File: config.mk
export PLATFORM = sky130hd
export DESIGN_NAME = paired_key_table_flat
export DESIGN_NICKNAME = d
export VERILOG_FILES = /design/src/design/pkt_pkg.sv /design/src/design/pkt_req_if.sv /design/src/design/pkt_rsp_if.sv /design/src/design/paired_key_table.sv /design/src/design/pkt_ram.sv /design/src/flat_wrapper.sv
export SDC_FILE = /design/constraint.sdc
export NUM_CORES = 2
export LEC_CHECK = 0
export ABC_AREA = 1
export BUFFER_PORTS_ARGS = -buffer_cell sky130_fd_sc_hd__buf_2
export CORE_MARGIN = 8
export CORE_UTILIZATION = 50
export DETAILED_ROUTE_END_ITERATION = 8
export HOLD_SLACK_MARGIN = 0.05
export PLACE_DENSITY = 0.67
export SLEW_MARGIN = 20
export SYNTH_ARGS = -nofsm -noshare
export SYNTH_HDL_FRONTEND = slang
export SYNTH_SLANG_ARGS = --single-unit
export TNS_END_PERCENT = 5
File: constraint.sdc
create_clock -name clock -period 23.5 [get_ports clock]
set_clock_uncertainty 0.2 [all_clocks]
set_input_delay 2.35 -clock clock [delete_from_list [all_inputs] [get_ports clock]]
set_output_delay 2.35 -clock clock [all_outputs]
set_load 0.1 [all_outputs]
File: src/design/pkt_pkg.sv
// shared types and codes for the paired key table
// no dependencies

package pkt_pkg;

   localparam int unsigned ADDR_W  = 48;
   localparam int unsigned KEY_W   = 64;
   localparam int unsigned OP_W    = 2;
   localparam int unsigned STAT_W  = 2;
   localparam int unsigned COUNT_W = 4;

   localparam logic [OP_W-1:0] OP_FIND  = 2'd0;
   localparam logic [OP_W-1:0] OP_STORE = 2'd1;
   localparam logic [OP_W-1:0] OP_CLEAR = 2'd2;

   localparam logic [STAT_W-1:0] ST_OK   = 2'd0;
   localparam logic [STAT_W-1:0] ST_MISS = 2'd1;
   localparam logic [STAT_W-1:0] ST_FULL = 2'd2;

   localparam logic [COUNT_W-1:0] COUNT_MAX = 4'd15;

   typedef struct packed {
      logic              address_type;
      logic [ADDR_W-1:0] peer_address;
      logic [KEY_W-1:0]  key_high;
      logic [KEY_W-1:0]  key_low;
   } entry_type;

endpackage

File: src/design/pkt_req_if.sv
// request channel of the paired key table: valid, ready and one operation
// depends on pkt_pkg

interface pkt_req_if
   import pkt_pkg::*;
();
   logic              valid;
   logic              ready;
   logic [OP_W-1:0]   opcode;
   logic [ADDR_W-1:0] peer_address;
   logic              address_type;
   logic [KEY_W-1:0]  key_in_low;
   logic [KEY_W-1:0]  key_in_high;

   modport source (output valid, opcode, peer_address, address_type, key_in_low, key_in_high,
                   input ready);
   modport sink   (input valid, opcode, peer_address, address_type, key_in_low, key_in_high,
                   output ready);
endinterface

File: src/design/pkt_rsp_if.sv
// response channel of the paired key table: valid, ready and one result
// depends on pkt_pkg

interface pkt_rsp_if
   import pkt_pkg::*;
();
   logic               valid;
   logic               ready;
   logic [STAT_W-1:0]  status;
   logic [KEY_W-1:0]   key_out_low;
   logic [KEY_W-1:0]   key_out_high;
   logic [COUNT_W-1:0] valid_count;

   modport source (output valid, status, key_out_low, key_out_high, valid_count,
                   input ready);
   modport sink   (input valid, status, key_out_low, key_out_high, valid_count,
                   output ready);
endinterface

File: src/design/paired_key_table.sv
// paired key table top level: slot scan sequencer over one entry ram
// depends on pkt_pkg, pkt_req_if, pkt_rsp_if and pkt_ram
//
// channel  dir  handshake          contents
// req_ch   in   valid/ready        opcode, peer_address, address_type, key halves
// rsp_ch   out  valid/ready        status, key halves, valid_count
//
// find and store scan the ram one slot per cycle, and a match ends the scan early
// clear and the unused opcode skip the scan and go straight to the result wait state
// the scan is set by the single ram read port; one transaction is in work at a time
// synchronous reset empties the table; a result waiting on rsp_ch stalls only the next finish

module paired_key_table
   import pkt_pkg::*;
#(
   parameter int unsigned SLOTS = 8
) (
   input  logic      clock,
   input  logic      reset,
   pkt_req_if.sink   req_ch,
   pkt_rsp_if.source rsp_ch
);

   localparam int unsigned IDX_W   = (SLOTS > 1) ? $clog2(SLOTS) : 1;
   localparam int unsigned CNT_W   = $clog2(SLOTS + 1);
   localparam int unsigned ENTRY_W = $bits(entry_type);

   localparam logic [1:0] S_IDLE = 2'd0;
   localparam logic [1:0] S_SCAN = 2'd1;
   localparam logic [1:0] S_WAIT = 2'd2;

   logic [1:0]         state_ff, state_in;
   logic [SLOTS-1:0]   slot_valid_ff, slot_valid_in;
   logic [CNT_W-1:0]   count_ff, count_in;
   logic [CNT_W-1:0]   issue_ff, issue_in;
   logic               cmp_valid_ff, cmp_valid_in;
   logic [IDX_W-1:0]   cmp_idx_ff, cmp_idx_in;
   logic               free_found_ff, free_found_in;
   logic [IDX_W-1:0]   free_idx_ff, free_idx_in;

   logic [OP_W-1:0]    op_ff, op_in;
   logic [ADDR_W-1:0]  addr_ff, addr_in;
   logic               atype_ff, atype_in;
   logic [KEY_W-1:0]   klo_ff, klo_in;
   logic [KEY_W-1:0]   khi_ff, khi_in;

   logic [STAT_W-1:0]  res_status_ff, res_status_in;
   logic [KEY_W-1:0]   res_klo_ff, res_klo_in;
   logic [KEY_W-1:0]   res_khi_ff, res_khi_in;

   logic               rsp_valid_ff, rsp_valid_in;
   logic [STAT_W-1:0]  rsp_status_ff, rsp_status_in;
   logic [KEY_W-1:0]   rsp_klo_ff, rsp_klo_in;
   logic [KEY_W-1:0]   rsp_khi_ff, rsp_khi_in;
   logic [COUNT_W-1:0] rsp_count_ff, rsp_count_in;

   logic               req_fire;
   logic               rd_en;
   logic               wr_en;
   logic [IDX_W-1:0]   wr_addr;
   entry_type          wr_entry;
   entry_type          rd_entry;
   logic               slot_hit;
   logic               slot_free;
   logic               scan_last;
   logic               scan_done;
   logic               out_free;
   logic [CNT_W+3:0]   count_wide;
   logic [COUNT_W-1:0] count_sat;

   assign req_ch.ready = (state_ff == S_IDLE);
   assign req_fire     = req_ch.valid && req_ch.ready;
   assign out_free     = !rsp_valid_ff || rsp_ch.ready;

   assign rd_en = (state_ff == S_SCAN) && (issue_ff != CNT_W'(SLOTS));

   assign slot_hit  = cmp_valid_ff && slot_valid_ff[cmp_idx_ff] &&
                      (rd_entry.address_type == atype_ff) &&
                      (rd_entry.peer_address == addr_ff);
   assign slot_free = cmp_valid_ff && !slot_valid_ff[cmp_idx_ff];
   assign scan_last = cmp_valid_ff && (cmp_idx_ff == IDX_W'(SLOTS - 1));
   assign scan_done = (state_ff == S_SCAN) && (slot_hit || scan_last);

   assign count_wide = (CNT_W + 4)'(count_ff);
   assign count_sat  = (count_wide > (CNT_W + 4)'(COUNT_MAX)) ? COUNT_MAX : count_wide[3:0];

   assign wr_entry.address_type = atype_ff;
   assign wr_entry.peer_address = addr_ff;
   assign wr_entry.key_high     = khi_ff;
   assign wr_entry.key_low      = klo_ff;

   always_comb begin
      wr_en   = 1'b0;
      wr_addr = free_idx_ff;
      if (scan_done && (op_ff == OP_STORE)) begin
         if (slot_hit) begin
            wr_en   = 1'b1;
            wr_addr = cmp_idx_ff;
         end else if (free_found_ff) begin
            wr_en   = 1'b1;
            wr_addr = free_idx_ff;
         end else if (slot_free) begin
            wr_en   = 1'b1;
            wr_addr = cmp_idx_ff;
         end
      end
   end

   always_comb begin
      state_in      = state_ff;
      slot_valid_in = slot_valid_ff;
      count_in      = count_ff;
      issue_in      = issue_ff;
      cmp_valid_in  = rd_en;
      cmp_idx_in    = issue_ff[IDX_W-1:0];
      free_found_in = free_found_ff;
      free_idx_in   = free_idx_ff;
      op_in         = op_ff;
      addr_in       = addr_ff;
      atype_in      = atype_ff;
      klo_in        = klo_ff;
      khi_in        = khi_ff;
      res_status_in = res_status_ff;
      res_klo_in    = res_klo_ff;
      res_khi_in    = res_khi_ff;
      rsp_valid_in  = rsp_valid_ff && !rsp_ch.ready;
      rsp_status_in = rsp_status_ff;
      rsp_klo_in    = rsp_klo_ff;
      rsp_khi_in    = rsp_khi_ff;
      rsp_count_in  = rsp_count_ff;

      unique case (state_ff)
         S_IDLE: begin
            if (req_fire) begin
               op_in         = req_ch.opcode;
               addr_in       = req_ch.peer_address;
               atype_in      = req_ch.address_type;
               klo_in        = req_ch.key_in_low;
               khi_in        = req_ch.key_in_high;
               issue_in      = '0;
               free_found_in = 1'b0;
               res_status_in = ST_OK;
               res_klo_in    = '0;
               res_khi_in    = '0;
               if ((req_ch.opcode == OP_FIND) || (req_ch.opcode == OP_STORE)) begin
                  state_in = S_SCAN;
               end else begin
                  state_in = S_WAIT;
                  if (req_ch.opcode == OP_CLEAR) begin
                     slot_valid_in = '0;
                     count_in      = '0;
                  end
               end
            end
         end
         S_SCAN: begin
            if (rd_en) begin
               issue_in = issue_ff + 1'b1;
            end
            if (slot_free && !free_found_ff) begin
               free_found_in = 1'b1;
               free_idx_in   = cmp_idx_ff;
            end
            if (scan_done) begin
               state_in = S_WAIT;
               if (op_ff == OP_FIND) begin
                  if (slot_hit) begin
                     res_status_in = ST_OK;
                     res_klo_in    = rd_entry.key_low;
                     res_khi_in    = rd_entry.key_high;
                  end else begin
                     res_status_in = ST_MISS;
                  end
               end else if (wr_en) begin
                  res_status_in          = ST_OK;
                  slot_valid_in[wr_addr] = 1'b1;
                  if (!slot_hit) begin
                     count_in = count_ff + 1'b1;
                  end
               end else begin
                  res_status_in = ST_FULL;
               end
            end
         end
         S_WAIT: begin
            if (out_free) begin
               state_in      = S_IDLE;
               rsp_valid_in  = 1'b1;
               rsp_status_in = res_status_ff;
               rsp_klo_in    = res_klo_ff;
               rsp_khi_in    = res_khi_ff;
               rsp_count_in  = count_sat;
            end
         end
         default: begin
            state_in = S_IDLE;
         end
      endcase
   end

   always_ff @(posedge clock) begin
      if (reset) begin
         state_ff      <= S_IDLE;
         slot_valid_ff <= '0;
         count_ff      <= '0;
         issue_ff      <= '0;
         cmp_valid_ff  <= 1'b0;
         free_found_ff <= 1'b0;
         rsp_valid_ff  <= 1'b0;
      end else begin
         state_ff      <= state_in;
         slot_valid_ff <= slot_valid_in;
         count_ff      <= count_in;
         issue_ff      <= issue_in;
         cmp_valid_ff  <= cmp_valid_in;
         free_found_ff <= free_found_in;
         rsp_valid_ff  <= rsp_valid_in;
      end
   end

   always_ff @(posedge clock) begin
      cmp_idx_ff    <= cmp_idx_in;
      free_idx_ff   <= free_idx_in;
      op_ff         <= op_in;
      addr_ff       <= addr_in;
      atype_ff      <= atype_in;
      klo_ff        <= klo_in;
      khi_ff        <= khi_in;
      res_status_ff <= res_status_in;
      res_klo_ff    <= res_klo_in;
      res_khi_ff    <= res_khi_in;
      rsp_status_ff <= rsp_status_in;
      rsp_klo_ff    <= rsp_klo_in;
      rsp_khi_ff    <= rsp_khi_in;
      rsp_count_ff  <= rsp_count_in;
   end

   pkt_ram #(
      .WIDTH (ENTRY_W),
      .DEPTH (SLOTS)
   ) u_entry_ram (
      .clock   (clock),
      .wr_en   (wr_en),
      .wr_addr (wr_addr),
      .wr_data (wr_entry),
      .rd_en   (rd_en),
      .rd_addr (issue_ff[IDX_W-1:0]),
      .rd_data (rd_entry)
   );

   assign rsp_ch.valid        = rsp_valid_ff;
   assign rsp_ch.status       = rsp_status_ff;
   assign rsp_ch.key_out_low  = rsp_klo_ff;
   assign rsp_ch.key_out_high = rsp_khi_ff;
   assign rsp_ch.valid_count  = rsp_count_ff;

   // valid slot count tracks the valid bits
   a_count_matches : assert property (@(posedge clock) disable iff (reset)
      $countones(slot_valid_ff) == int'(count_ff))
      else $error("valid count out of step with valid bits");

   // ram writes only at the end of a store scan
   a_write_in_scan : assert property (@(posedge clock) disable iff (reset)
      wr_en |-> (state_ff == S_SCAN) && (op_ff == OP_STORE) && scan_done)
      else $error("ram write outside a store scan");

   // a clear empties the table by the next cycle
   a_clear_empties : assert property (@(posedge clock) disable iff (reset)
      (req_fire && (req_ch.opcode == OP_CLEAR)) |=> (count_ff == '0))
      else $error("clear left valid slots");

   // a waiting result is never overwritten
   a_rsp_not_lost : assert property (@(posedge clock) disable iff (reset)
      (rsp_valid_ff && !rsp_ch.ready) |=> rsp_valid_ff && $stable(rsp_status_ff) &&
                                          $stable(rsp_count_ff))
      else $error("pending result overwritten");

endmodule

File: src/design/pkt_ram.sv
// generic simple dual-port ram, one write and one registered read port
// no dependencies

module pkt_ram #(
   parameter int unsigned WIDTH = 8,
   parameter int unsigned DEPTH = 8
) (
   input  logic                                     clock,
   input  logic                                     wr_en,
   input  logic [((DEPTH > 1) ? $clog2(DEPTH) : 1)-1:0] wr_addr,
   input  logic [WIDTH-1:0]                         wr_data,
   input  logic                                     rd_en,
   input  logic [((DEPTH > 1) ? $clog2(DEPTH) : 1)-1:0] rd_addr,
   output logic [WIDTH-1:0]                         rd_data
);

   logic [WIDTH-1:0] mem_ff [DEPTH];
   logic [WIDTH-1:0] rd_data_ff;

   always_ff @(posedge clock) begin
      if (wr_en) begin
         mem_ff[wr_addr] <= wr_data;
      end
      if (rd_en) begin
         rd_data_ff <= mem_ff[rd_addr];
      end
   end

   assign rd_data = rd_data_ff;

endmodule

File: src/flat_wrapper.sv
// flat-port wrapper written by rule: the top's interface ports become plain ports
module paired_key_table_flat import pkt_pkg::*;
#(
   parameter int unsigned SLOTS = 8
)
  (clock, reset, req_ch_valid, req_ch_opcode, req_ch_peer_address, req_ch_address_type, req_ch_key_in_low, req_ch_key_in_high, req_ch_ready, rsp_ch_valid, rsp_ch_status, rsp_ch_key_out_low, rsp_ch_key_out_high, rsp_ch_valid_count, rsp_ch_ready);
  pkt_req_if req_ch_i ();
  pkt_rsp_if rsp_ch_i ();
  input  logic clock;
  input  logic reset;
  input wire logic [$bits(req_ch_i.valid)-1:0] req_ch_valid;
  input wire logic [$bits(req_ch_i.opcode)-1:0] req_ch_opcode;
  input wire logic [$bits(req_ch_i.peer_address)-1:0] req_ch_peer_address;
  input wire logic [$bits(req_ch_i.address_type)-1:0] req_ch_address_type;
  input wire logic [$bits(req_ch_i.key_in_low)-1:0] req_ch_key_in_low;
  input wire logic [$bits(req_ch_i.key_in_high)-1:0] req_ch_key_in_high;
  output wire logic [$bits(req_ch_i.ready)-1:0] req_ch_ready;
  output wire logic [$bits(rsp_ch_i.valid)-1:0] rsp_ch_valid;
  output wire logic [$bits(rsp_ch_i.status)-1:0] rsp_ch_status;
  output wire logic [$bits(rsp_ch_i.key_out_low)-1:0] rsp_ch_key_out_low;
  output wire logic [$bits(rsp_ch_i.key_out_high)-1:0] rsp_ch_key_out_high;
  output wire logic [$bits(rsp_ch_i.valid_count)-1:0] rsp_ch_valid_count;
  input wire logic [$bits(rsp_ch_i.ready)-1:0] rsp_ch_ready;
  assign req_ch_i.valid = req_ch_valid;
  assign req_ch_i.opcode = req_ch_opcode;
  assign req_ch_i.peer_address = req_ch_peer_address;
  assign req_ch_i.address_type = req_ch_address_type;
  assign req_ch_i.key_in_low = req_ch_key_in_low;
  assign req_ch_i.key_in_high = req_ch_key_in_high;
  assign req_ch_ready = req_ch_i.ready;
  assign rsp_ch_valid = rsp_ch_i.valid;
  assign rsp_ch_status = rsp_ch_i.status;
  assign rsp_ch_key_out_low = rsp_ch_i.key_out_low;
  assign rsp_ch_key_out_high = rsp_ch_i.key_out_high;
  assign rsp_ch_valid_count = rsp_ch_i.valid_count;
  assign rsp_ch_i.ready = rsp_ch_ready;
  paired_key_table #(.SLOTS(SLOTS)) u_core (.clock(clock), .reset(reset), .req_ch(req_ch_i), .rsp_ch(rsp_ch_i));
endmodule
==> flow_metrics.env <==
export IMPL_rsz0062_at_grt="no"
export IMPL_place_ws_ps=18430
export IMPL_antenna_found_initial=10
export IMPL_drtAntennaViolNets=0
export IMPL_synthesis_area_um2=76600
export IMPL_critPathRequiredTime_ps=23730
export IMPL_postCtsSetupBuffers=0
export IMPL_cpLargestDelayFamily="simple AND/OR/NAND/NOR gates"
export IMPL_instances_no_fill=7931
export IMPL_clock_sinks=2063
export IMPL_worst_pin_slew_ps=1110
export IMPL_setup_tns_ps=0
export IMPL_reg2reg_slack_ps=18570
export IMPL_clk_path_buf_depth=3
export IMPL_pin_count=319
export IMPL_power_density_nw_per_um2=101
export IMPL_power_total_mw=8.75
export IMPL_rr_startpoint="u_core.addr_ff[5]"
export IMPL_hold_path_class="reg -> reg"
export IMPL_dp_hpwl_mm=88.8
export IMPL_r2r_cells=15
export IMPL_holdBufCountCts=0
export IMPL_whs_path_depth=0
export IMPL_dieWidth_um=407
export IMPL_die_h_um=407
export IMPL_fin_util_pct=57.0
export IMPL_crit_slowest_cell="buf_4"
export IMPL_cts_tree="built"
export IMPL_seq_power_share_pct=51.6
export IMPL_path_cells="nand2_1 > nand2_1 > nor2_1 > nand2_1 > nor2_1 > nand2_1 > nor2_1 > nand3_2 > nand2_2 > nand2_2 > nand2_1 > nand2_2 > nor3_2 > buf_4 > buf_4"
export IMPL_grt_pass1_vias=42900
export IMPL_critPathKind="reg -> reg"
export IMPL_fin_crit_ps=4930
export IMPL_layout_commonest_cell="edfxtp_1"
export IMPL_status="finished, final reports clean"
export IMPL_wl_mm=175
export IMPL_insertion_delay_ps=860
export IMPL_synth_seq_area_share_pct=80.6
export IMPL_finalSetupViolations=0
export IMPL_cp_arrival_ps=5160
export IMPL_internal_power_mw=6.35
export IMPL_synth_warnings=0
export IMPL_drive_above_1_share_pct=12.0
export IMPL_io_buffers=318
export IMPL_fin_crit_sh_pct=21.0
export IMPL_synthDistinctLibCells=38
export IMPL_cp_num_buf_inv=2
export IMPL_ys_seq_elements=2063
export IMPL_dieArea_um2=166000
export IMPL_postSynthAreaPerCell_um2=14.1
export IMPL_grt_usage_pct=20.5
export IMPL_rows=143
export IMPL_switching_share_pct=27.5
export IMPL_r2r_end="u_core.u_entry_ram.mem_ff[1][131]"
export IMPL_path_max_fanout=54
export IMPL_vias_per_cell=5.52
export IMPL_grt_max_degree=205
export IMPL_syn2layout_area_growth_pct=13.3
export IMPL_start_kind="flop"
export IMPL_path_common_cell="nand2_1"
export IMPL_maxCapViolCount=0
export IMPL_fillers=11800
export IMPL_fin_ws_ps=18570
export IMPL_ctsResizeCount=0
export IMPL_wl_per_cell_um=22.1
export IMPL_end_kind="flop"
export IMPL_maxSlewViolCount=0
export IMPL_final_cell_mix="2,039 x edfxtp_1, 1,450 x nor2_1, 712 x o21ai_0, 318 x buf_2, 241 x inv_1"
export IMPL_clk_pin_slew_ps=60
export IMPL_hold_path_startpoint="u_core.res_khi_ff[7]"
export IMPL_layout_nets=5922
export IMPL_drc=0
export IMPL_h_tree_depth=4
export IMPL_vdd_drop_max_mv=0.0673
export IMPL_dp_cells=7564
export IMPL_fin_area_um2=86800
export IMPL_cpPeakStageDelay_ps=860
export IMPL_drtIter0Drc=4620
export IMPL_hold_violations=0
export IMPL_synth_nets=5631
export IMPL_grt_first_pass_wirelength_mm=264
export IMPL_postPlaceCellArea_um2=80300
export IMPL_combinationalPowerShare_pct=12.8
export IMPL_hold_ws_ps=216
export IMPL_gp_congestion=0.780
export IMPL_relSlewSlack_pct=26.2
export IMPL_overflow=0
export IMPL_syn_inst=5445
export IMPL_start_util_pct=50.3
export IMPL_holdPathEnd="u_core.rsp_ch.key_out_high[7]"
export IMPL_dr_pass1_iters=5
export IMPL_cts_root_buf="clkbuf_16"
export IMPL_max_freq_ghz=0.203
export IMPL_core_area_um2=152000
export IMPL_p_switching_mw=2.40
export IMPL_via_count=43800
export IMPL_power_leakage_nw=29.8
export IMPL_cts_made_buffers=200
export IMPL_pwr_share_clk_pct=35.6
## area by class of cell
class / instances / area (um^2) / share of cell area (%)
Antenna cell: 2 / 5.00 / 0.00577
Clock buffer: 236 / 5140 / 5.92
Clock inverter: 129 / 1310 / 1.51
Inverter: 250 / 981 / 1.13
Multi-Input combinational cell: 2842 / 12900 / 14.9
Sequential cell: 2063 / 61700 / 71.1
Tap cell: 2030 / 2540 / 2.93
Timing Repair Buffer: 379 / 2170 / 2.51
## sequential cells by signal, summed over array words and instances, names as in the netlist, 3 cells and up
register / cells
u_core.klo_ff: 64
u_core.count_ff: 4
u_core.res_khi_ff: 64
u_core.u_entry_ram.mem_ff: 1416
u_core.rsp_ch.key_out_low: 64
u_core.free_idx_ff: 3
u_core.issue_ff: 4
u_core.slot_valid_ff: 8
u_core.cmp_idx_ff: 3
u_core.u_entry_ram.rd_data: 177
u_core.res_klo_ff: 64
u_core.rsp_ch.valid_count: 4
u_core.addr_ff: 48
u_core.rsp_ch.key_out_high: 64
u_core.khi_ff: 64
## power by group through the flow
stage / clock network, mW / logic, mW / registers (mW)
after global routing: 3.31 / 1.23 / 4.54
after CTS: 3.17 / 1.13 / 4.52
after detailed placement: 0 / 1.13 / 4.59
final: 3.11 / 1.12 / 4.52
after floorplan: 0 / 0.585 / 4.81
after global placement: 0 / 1.11 / 4.59
## kinds of logic (layout without fill, tap and decap cells)
logic type      count (synthesis)  after routing  share of synthesized area, %
compound gates               1093           1093                          7.77
xor+xnor                        8              8                        0.0915
fa+ha+maj                       3              3                        0.0490
buf+inv                       540            994                          2.67
flops                        2063           2063                          80.6
other cells                     0              2                             0
simple gates                 1738           1738                          8.84
## worst reg2reg max path, stage by stage, from the launching register on
cell and delay (ps):
edfxtp_1 510, nand2_1 160, nand2_1 70, nor2_1 110
nand2_1 60, nor2_1 180, nand2_1 80, nor2_1 320
nand3_2 250, nand2_2 170, nand2_2 120, nand2_1 100
nand2_2 160, nor3_2 240, buf_4 810, buf_4 950
## cells in the mapped netlist, drive strengths merged
| cell | n | area [um^2] |
|---|---|---|
| clkbuf | 257 | 965 |
| ha | 3 | 37.5 |
| and3 | 2 | 12.5 |
| nand2 | 221 | 870 |
| dfxtp | 24 | 480 |
| nor3 | 5 | 36.3 |
| nor3b | 1 | 12.5 |
| or2 | 3 | 18.8 |
| edfxtp | 2039 | 61200 |
| o21ai | 714 | 3590 |
| xor2 | 5 | 43.8 |
| a211oi | 3 | 22.5 |
| nand3 | 31 | 198 |
| o211ai | 2 | 15.0 |
| clkinv | 2 | 7.51 |
| a31oi | 177 | 1110 |
| nand3b | 1 | 7.51 |
| o22ai | 177 | 1110 |
| xnor2 | 3 | 26.3 |
| nor2 | 1458 | 5510 |
| nand4 | 10 | 62.6 |
| inv | 248 | 931 |
| nor4 | 6 | 37.5 |
| a21boi | 1 | 11.3 |
| buf | 33 | 138 |
| a21oi | 19 | 95.1 |
## routing by layer
metal | share of wire, % | wire (um) | vias up | global-route usage [%]
li1 | - | - | 20200 | -
met1 | 44 | 76400 | 21800 | 29.0
met2 | 48 | 83700 | 1486 | 33.3
met3 | 6.5 | 11400 | 248 | 3.52
met4 | 2.1 | 3620 | 10 | 5.44
met5 | 0.040 | 70 | - | 0
## how the worst max path moves through the flow
stage	startpoint	end	slack, ps	cells after the start
2_1_floorplan	u_core.addr_ff[6]	u_core.u_entry_ram.mem_ff[2][0]	3850	13
3_3_place_gp	req_ch_valid	u_core.res_khi_ff[14]	18470	9
3_5_place_dp	req_ch_valid	u_core.res_khi_ff[12]	18430	9
4_1_cts	u_core.addr_ff[6]	u_core.u_entry_ram.mem_ff[1][133]	18580	15
5_1_grt	u_core.state_ff[0]	u_core.u_entry_ram.mem_ff[1][131]	18320	11
6_report	u_core.addr_ff[5]	u_core.u_entry_ram.mem_ff[1][131]	18570	15
No activity file was read; power rests on OpenSTA's default activity.
